`config.mk`:
```
export PLATFORM = sky130hd
export DESIGN_NAME = rgb_triplet_text_parser_unit
export DESIGN_NICKNAME = d
export VERILOG_FILES = /design/src/sv/rgbtp_pkg.sv /design/src/sv/rgb_triplet_text_parser_unit.sv
export VERILOG_INCLUDE_DIRS = /design/src /design/src/sv
export SDC_FILE = /design/constraint.sdc
export NUM_CORES = 1
export LEC_CHECK = 0
export CELL_PAD_IN_SITES_DETAIL_PLACEMENT = 0
export CELL_PAD_IN_SITES_GLOBAL_PLACEMENT = 2
export CORE_ASPECT_RATIO = 0.6
export CORE_UTILIZATION = 40
export DETAILED_ROUTE_END_ITERATION = 10
export DONT_BUFFER_PORTS = 1
export GPL_ROUTABILITY_DRIVEN = 0
export GPL_TIMING_DRIVEN = 0
export PLACE_DENSITY = 0.89
export SLEW_MARGIN = 40
export SYNTH_ARGS = -nofsm -noshare
export SYNTH_HDL_FRONTEND = slang
export SYNTH_SLANG_ARGS = --single-unit
```
`constraint.sdc`:
```
create_clock -name clock -period 6.1 [get_ports clock]
set_input_delay 1.83 -clock clock [delete_from_list [all_inputs] [get_ports clock]]
set_output_delay 1.83 -clock clock [all_outputs]
set_load 0.005 [all_outputs]
```
`src/sv/rgb_triplet_text_parser_unit_assert.svh`:
```
// Assertion macros for the RGB triplet text parser.
// Used by the top level; relies on signals named clock and reset in scope.
`ifndef RGB_TRIPLET_TEXT_PARSER_UNIT_ASSERT_SVH
`define RGB_TRIPLET_TEXT_PARSER_UNIT_ASSERT_SVH

// same-cycle implication
`define RGBTP_ASSERT_SAME(lbl, ante, cons, msg) \
   lbl: assert property (@(posedge clock) disable iff (reset) (ante) |-> (cons)) \
      else $error(msg);

// next-cycle implication
`define RGBTP_ASSERT_NEXT(lbl, ante, cons, msg) \
   lbl: assert property (@(posedge clock) disable iff (reset) (ante) |=> (cons)) \
      else $error(msg);

`endif

```
`src/sv/rgbtp_pkg.sv`:
```
// Shared types and constants for the RGB triplet text parser.
// No dependencies.
package rgbtp_pkg;

   localparam int NUM_COMPONENTS = 3;
   localparam int MAX_COMPONENT  = 255;
   localparam int STORE_DEPTH    = 4;

   localparam logic [2:0] STATUS_OK       = 3'd0;
   localparam logic [2:0] STATUS_BAD_CHAR = 3'd1;
   localparam logic [2:0] STATUS_COUNT    = 3'd2;
   localparam logic [2:0] STATUS_EMPTY    = 3'd3;
   localparam logic [2:0] STATUS_JUNK     = 3'd4;
   localparam logic [2:0] STATUS_RANGE    = 3'd5;

   localparam logic [7:0] CHAR_COMMA = 8'h2C;
   localparam logic [7:0] CHAR_SPACE = 8'h20;
   localparam logic [7:0] CHAR_TAB   = 8'h09;
   localparam logic [7:0] CHAR_LF    = 8'h0A;
   localparam logic [7:0] CHAR_CR    = 8'h0D;
   localparam logic [7:0] CHAR_ZERO  = 8'h30;
   localparam logic [7:0] CHAR_NINE  = 8'h39;

   typedef struct packed {
      logic [7:0] character;
      logic       final_char;
   } rgbtp_req_type;

   typedef struct packed {
      logic [7:0] red;
      logic [7:0] green;
      logic [7:0] blue;
      logic [2:0] status;
   } rgbtp_rsp_type;

endpackage

```
`src/sv/rgb_triplet_text_parser_unit.sv`:
```
// RGB triplet text parser: top level, single module.
// Depends on rgbtp_pkg and rgb_triplet_text_parser_unit_assert.svh.
//
// Usage:
//  A text line streams in on the req_ channel, one character per request,
//  with final_char set on the last character. Commas split the line into
//  pieces; each piece holds an optional run of spaces/tabs, then decimal
//  digits, then optional whitespace. On the final character one response
//  appears on the rsp_ channel with red, green, blue and a status code;
//  other characters produce no response.
//  Latency: the response is valid the cycle after the final character is
//  accepted. Throughput: one character per cycle; the per-character update
//  (phase decode, accumulate by ten, piece close) is short combinational
//  logic between the parse state registers and the response register.
//  Stall: a held response keeps its payload; req_stall rises only while a
//  response is pending and rsp_stall is high, so no request is taken while
//  a response waits.
//  Reset: synchronous, active high; clears the parse state and drops
//  rsp_valid. Parse state also returns to idle after every final character.
module rgb_triplet_text_parser_unit (
   input  logic                    clock,
   input  logic                    reset,
   input  logic                    req_valid,
   output logic                    req_stall,
   input  rgbtp_pkg::rgbtp_req_type req_payload,
   output logic                    rsp_valid,
   input  logic                    rsp_stall,
   output rgbtp_pkg::rgbtp_rsp_type rsp_payload
);
   import rgbtp_pkg::*;

   `include "rgb_triplet_text_parser_unit_assert.svh"

   // piece phase codes
   localparam logic [2:0] PH_IDLE   = 3'd0;
   localparam logic [2:0] PH_LEAD   = 3'd1;
   localparam logic [2:0] PH_DIGITS = 3'd2;
   localparam logic [2:0] PH_TRAIL  = 3'd3;
   localparam logic [2:0] PH_WSONLY = 3'd4;
   localparam logic [2:0] PH_JUNK   = 3'd5;

   localparam logic [8:0] ACC_SAT   = 9'd256;
   localparam logic [8:0] MAX_VAL   = 9'(MAX_COMPONENT);
   localparam logic [2:0] COUNT_SAT = 3'd7;
   localparam logic [2:0] NUM_COMP  = 3'(NUM_COMPONENTS);

   logic [2:0]    phase_ff, phase_in;
   logic [8:0]    accum_ff, accum_in;
   logic [2:0]    count_ff, count_in;
   logic          bad_ff, bad_in;
   logic [2:0]    fpe_ff, fpe_in;
   logic [7:0]    store_ff [STORE_DEPTH];
   logic          store_we;
   logic [1:0]    store_idx;
   logic [7:0]    store_val;
   logic          rsp_valid_ff, rsp_valid_in;
   rgbtp_rsp_type rsp_ff, rsp_in;
   logic          req_accept;

   assign req_stall  = rsp_valid_ff && rsp_stall;
   assign req_accept = req_valid && !req_stall;
   assign rsp_valid  = rsp_valid_ff;
   assign rsp_payload = rsp_ff;

   always_comb begin
      logic [7:0]  c;
      logic        last;
      logic        is_comma, is_digit, is_sptab, is_other_ws;
      logic [2:0]  ph_mid;
      logic [8:0]  acc_mid;
      logic        bad_mid;
      logic [11:0] acc_wide;
      logic [2:0]  cnt_cl;
      logic [2:0]  fpe_cl;
      logic [2:0]  err;
      logic [2:0]  status;
      logic [7:0]  comp [STORE_DEPTH];

      c           = req_payload.character;
      last        = req_payload.final_char;
      is_comma    = (c == CHAR_COMMA);
      is_digit    = (c >= CHAR_ZERO) && (c <= CHAR_NINE);
      is_sptab    = (c == CHAR_SPACE) || (c == CHAR_TAB);
      is_other_ws = (c >= CHAR_LF) && (c <= CHAR_CR);

      // character step
      ph_mid   = phase_ff;
      acc_mid  = accum_ff;
      bad_mid  = bad_ff;
      acc_wide = {accum_ff, 3'b000} + {2'b00, accum_ff, 1'b0} + {8'd0, c[3:0]};
      if (is_comma) begin
         ph_mid = phase_ff;
      end else if (is_digit) begin
         if (phase_ff == PH_IDLE || phase_ff == PH_LEAD) begin
            ph_mid  = PH_DIGITS;
            acc_mid = {5'd0, c[3:0]};
         end else if (phase_ff == PH_DIGITS) begin
            acc_mid = (acc_wide > {3'd0, ACC_SAT}) ? ACC_SAT : acc_wide[8:0];
         end else begin
            ph_mid = PH_JUNK;
         end
      end else if (is_sptab || is_other_ws) begin
         if (phase_ff == PH_IDLE || phase_ff == PH_LEAD) begin
            ph_mid = is_sptab ? PH_LEAD : PH_WSONLY;
         end else if (phase_ff == PH_DIGITS) begin
            ph_mid = PH_TRAIL;
         end
      end else begin
         bad_mid = 1'b1;
         ph_mid  = PH_JUNK;
      end

      // piece close on comma or end of line
      cnt_cl    = count_ff;
      fpe_cl    = fpe_ff;
      store_we  = 1'b0;
      store_idx = count_ff[1:0];
      store_val = 8'd0;
      err       = STATUS_OK;
      if ((is_comma || last) && ph_mid != PH_IDLE) begin
         if (count_ff != COUNT_SAT) begin
            cnt_cl = count_ff + 3'd1;
         end
         if (count_ff < NUM_COMP && fpe_ff == STATUS_OK) begin
            unique case (ph_mid)
               PH_LEAD: err = STATUS_EMPTY;
               PH_JUNK: err = STATUS_JUNK;
               PH_DIGITS, PH_TRAIL: begin
                  if (acc_mid > MAX_VAL) begin
                     err = STATUS_RANGE;
                  end else begin
                     store_val = acc_mid[7:0];
                  end
               end
               default: err = STATUS_OK;
            endcase
            if (err != STATUS_OK) begin
               fpe_cl = err;
            end else begin
               store_we = 1'b1;
            end
         end
      end

      for (int i = 0; i < STORE_DEPTH; i++) begin
         comp[i] = (store_we && store_idx == 2'(i)) ? store_val : store_ff[i];
      end

      if (bad_mid) begin
         status = STATUS_BAD_CHAR;
      end else if (cnt_cl != NUM_COMP) begin
         status = STATUS_COUNT;
      end else begin
         status = fpe_cl;
      end

      rsp_in.status = status;
      rsp_in.red    = (status == STATUS_OK) ? comp[0] : 8'd0;
      rsp_in.green  = (status == STATUS_OK && NUM_COMPONENTS > 1) ? comp[1] : 8'd0;
      rsp_in.blue   = (status == STATUS_OK && NUM_COMPONENTS > 2) ? comp[2] : 8'd0;

      // next parse state
      if (last) begin
         phase_in = PH_IDLE;
         accum_in = 9'd0;
         count_in = 3'd0;
         bad_in   = 1'b0;
         fpe_in   = STATUS_OK;
      end else if (is_comma) begin
         phase_in = PH_IDLE;
         accum_in = 9'd0;
         count_in = cnt_cl;
         bad_in   = bad_mid;
         fpe_in   = fpe_cl;
      end else begin
         phase_in = ph_mid;
         accum_in = acc_mid;
         count_in = count_ff;
         bad_in   = bad_mid;
         fpe_in   = fpe_ff;
      end

      rsp_valid_in = (req_accept && last) || (rsp_valid_ff && rsp_stall);
   end

   always_ff @(posedge clock) begin
      if (reset) begin
         phase_ff     <= PH_IDLE;
         accum_ff     <= 9'd0;
         count_ff     <= 3'd0;
         bad_ff       <= 1'b0;
         fpe_ff       <= STATUS_OK;
         rsp_valid_ff <= 1'b0;
      end else begin
         rsp_valid_ff <= rsp_valid_in;
         if (req_accept) begin
            phase_ff <= phase_in;
            accum_ff <= accum_in;
            count_ff <= count_in;
            bad_ff   <= bad_in;
            fpe_ff   <= fpe_in;
         end
      end
   end

   // component store: read only when slots 0-2 were all written this line
   always_ff @(posedge clock) begin
      if (req_accept && store_we) begin
         store_ff[store_idx] <= store_val;
      end
   end

   always_ff @(posedge clock) begin
      if (req_accept && req_payload.final_char) begin
         rsp_ff <= rsp_in;
      end
   end

   `RGBTP_ASSERT_NEXT(a_final_gives_rsp, req_accept && req_payload.final_char, rsp_valid_ff, "final character did not produce a response")
   `RGBTP_ASSERT_NEXT(a_final_clears_state, req_accept && req_payload.final_char, phase_ff == PH_IDLE && count_ff == 3'd0 && !bad_ff && fpe_ff == STATUS_OK, "parse state not cleared after final character")
   `RGBTP_ASSERT_SAME(a_error_zero_colors, rsp_valid_ff && rsp_ff.status != STATUS_OK, rsp_ff.red == 8'd0 && rsp_ff.green == 8'd0 && rsp_ff.blue == 8'd0, "nonzero component with error status")

endmodule

```
==> impl_metrics.toml <==
[power_and_ir_drop]
finalPower_mw = 1.10
power_frac_clock = 0.473
ir_worst_vdd_mv = 0.144
p_switching_mw = 0.231
p_leak_nw = 1.77
p_sw_frac = 0.211
power_density_nw_per_um2 = 234
power.internal_mw = 0.865
sequentialPowerShare = 0.481
comb_power_share = 0.047

[critical_path]
path_max_fanout = 8
crit_path_start_kind = "input port"
timing.rr.end = "rsp_payload[7]"
regToRegSetupSlack_ns = 1.71
crit_type = "in -> reg"
critPathLaunch = "req_payload[4]"
reg2reg_depth = 11
arrival_ns = 5.66
crit_path_end = "rsp_payload[7]"
required_ns = 6.27
r2r_start = "accum_ff[2]"
cp-end-kind = "flop"

[detailed_routing]
wirelength_um = 9530
drc_errors = 0
post_drt_via_cell_ratio = 5.56
wl_per_cell_um = 16.8
vias = 3155
dr.pass1.iters = 5
drtAntennaViolNets = 0
drt_iter0_drc = 154

[yosys]
syn_avg_cell_area_um2 = 10.1
ys_warn_count = 0
synth_common_cells = "edfxtp_1, inv_1, nand2_1, nor2_1, nor3_1"
synth-seq-cells = 71
synth_top_area_frac = 0.363
synth_area_um2 = 4210
yosysMostFrequentCell = "edfxtp_1"
synth_edf_count = 51
ys_types = 69
synth_largest_area_cell = "edfxtp_1"
yosys-top-cells-area = "edfxtp_1, dfxtp_1, ha_1"
syn-instance-count = 416
ys.flop_type = "edfxtp_1"
syn-num-nets = 452
ys_seq_area_frac = 0.458
async_flop_share = 0

[die]
core_um2 = 10100
num_rows = 28
die_h_um = 81.5
die_w_um = 135
die_area_um2 = 11000
ios = 42
start_util = 0.419

[cts]
cts-resized-gates = 0
clk_latency_ns = 0.33
numCtsBuffers = 9
cts_buffer_depth = 2
hold_buffers = 0
cts-root-buf = "clkbuf_16"
clkSinkCount = 71
cts_tree = "built"
post_cts_buffers = 0
h-tree-depth = 3
path_clk_slew_ns = 0.06

[placed_design]
hpwl_um = 7420
place_area_um2 = 4390
place_inst = 551
dp_slack_ns = 0.328
io_buffers = 0

[global_route]
grt_max_degree = 30
track_usage = 0.186
antenna_found_initial = 0
gr-total-overflow = 0
grt_pass1_wl_um = 15300
grt_pass1_vias = 2974

[layout]
finalInstanceArea_um2 = 4690
postLayoutCoreUtil = 0.466
drive_gt1_frac = 0.120
stdcell_count = 567
nets = 463
syn_to_final_growth_pct = 11.3
diodes = 0

[timing]
timing.hold.ws_ns = 0.518
layout_setup_ws_ns = 0.610
fin_tns_setup_ns = 0
clock_skew_ns = 0.00614
slew_viol_final = 0
fin_crit_ns = 5.49
timing.fmax_ghz = 0.182
setup_viol = 0
slew_headroom = 0.472
worstMarginPinSlew_ns = 0.787
hold_viol = 0
post-route-period-util = 0.900
rsz0062_at_grt = "false"

[worst_hold_path]
hp-class = "reg -> reg"

[status]
status = "finished clean"

[run]
cap_violations = 0
## worst min path at each step
stage	endpoint	start	slack, ns	depth (start not counted)
2_1_floorplan	accum_ff[2]	accum_ff[2]	0.46	2
3_3_place_gp	bad_ff	bad_ff	0.50	2
3_5_place_dp	accum_ff[6]	accum_ff[6]	0.51	2
4_1_cts	accum_ff[2]	accum_ff[2]	0.52	2
5_1_grt	accum_ff[6]	accum_ff[6]	0.54	2
6_report	accum_ff[6]	accum_ff[6]	0.52	2
## placed cells by master (no fill, tap or decap), types with 5 or more instances in the layout
| master | Yosys | layout |
|---|---|---|
| o21ai_0 | 14 | 14 |
| dfxtp_1 | 20 | 20 |
| edfxtp_1 | 51 | 51 |
| o211ai_1 | 5 | 5 |
| nor4_1 | 6 | 6 |
| nor3_1 | 22 | 22 |
| buf_2 | 6 | 6 |
| inv_1 | 38 | 37 |
| nor2_1 | 29 | 29 |
| nand4_1 | 6 | 6 |
| a21oi_1 | 19 | 19 |
| nand3_1 | 16 | 16 |
| clkbuf_16 | 0 | 9 |
| clkbuf_1 | 11 | 12 |
| and2_1 | 14 | 14 |
| nand2b_1 | 11 | 11 |
| ha_1 | 21 | 21 |
| a211oi_2 | 10 | 11 |
| nand2_1 | 30 | 30 |
## layout make-up
class,count,area [µm²]
clock buffers,11,243
plain buffers,18,82.6
clock inverters,5,58.8
fillers,938,5370
well taps,135,169
inverters,38,143
flip-flops and latches,71,1930
multi-input cells,289,2060
## routing by layer
layer / GRT usage / vias to the layer above / share of wire / routed length, µm
li1: - / 1567 / - / -
met1: 0.273 / 1498 / 0.53 / 5080
met2: 0.254 / 80 / 0.39 / 3720
met3: 0.0685 / 10 / 0.067 / 638
met4: 0.0393 / 0 / 0.0094 / 90
met5: 0 / - / 0 / 0
## logic make-up after synthesis
family	share of synthesized area
AOI/OAI and AO/OA	0.203
xor gates and xnor gates	0.00624
adders and majority gates	0.0719
buffers and inverters	0.0534
DFF	0.458
muxes	0.00564
and+or+nand+nor	0.202
## worst max-delay path, cell delays in order
cell and delay (ns):
inv_1 0.05, fa_1 0.53, fa_1 0.48, nand2b_1 0.21, a211oi_2 0.30, mux2i_1 0.16, a2111oi_4 0.53, nand3_1 0.34
o41ai_1 0.75, nand3_1 0.21, a211oi_2 0.26
## registers in the layout (all words and copies together), names as in the netlist
| signal | flops |
|---|---|
| store_ff | 24 |
| accum_ff | 9 |
| phase_ff | 3 |
| fpe_ff | 3 |
| rsp_valid | 1 |
| rsp_payload | 27 |
| bad_ff | 1 |
| count_ff | 3 |
## power by group through the flow
stage / sequential, mW / combinational [mW] / clock (mW)
2_1_floorplan: 0.536 / 0.0387 / 0
3_3_place_gp: 0.537 / 0.0498 / 0
4_1_cts: 0.527 / 0.0513 / 0.529
5_1_grt: 0.528 / 0.0576 / 0.549
6_report: 0.527 / 0.0513 / 0.518
3_5_place_dp: 0.537 / 0.0510 / 0
Power figures use the tool's default switching activity.
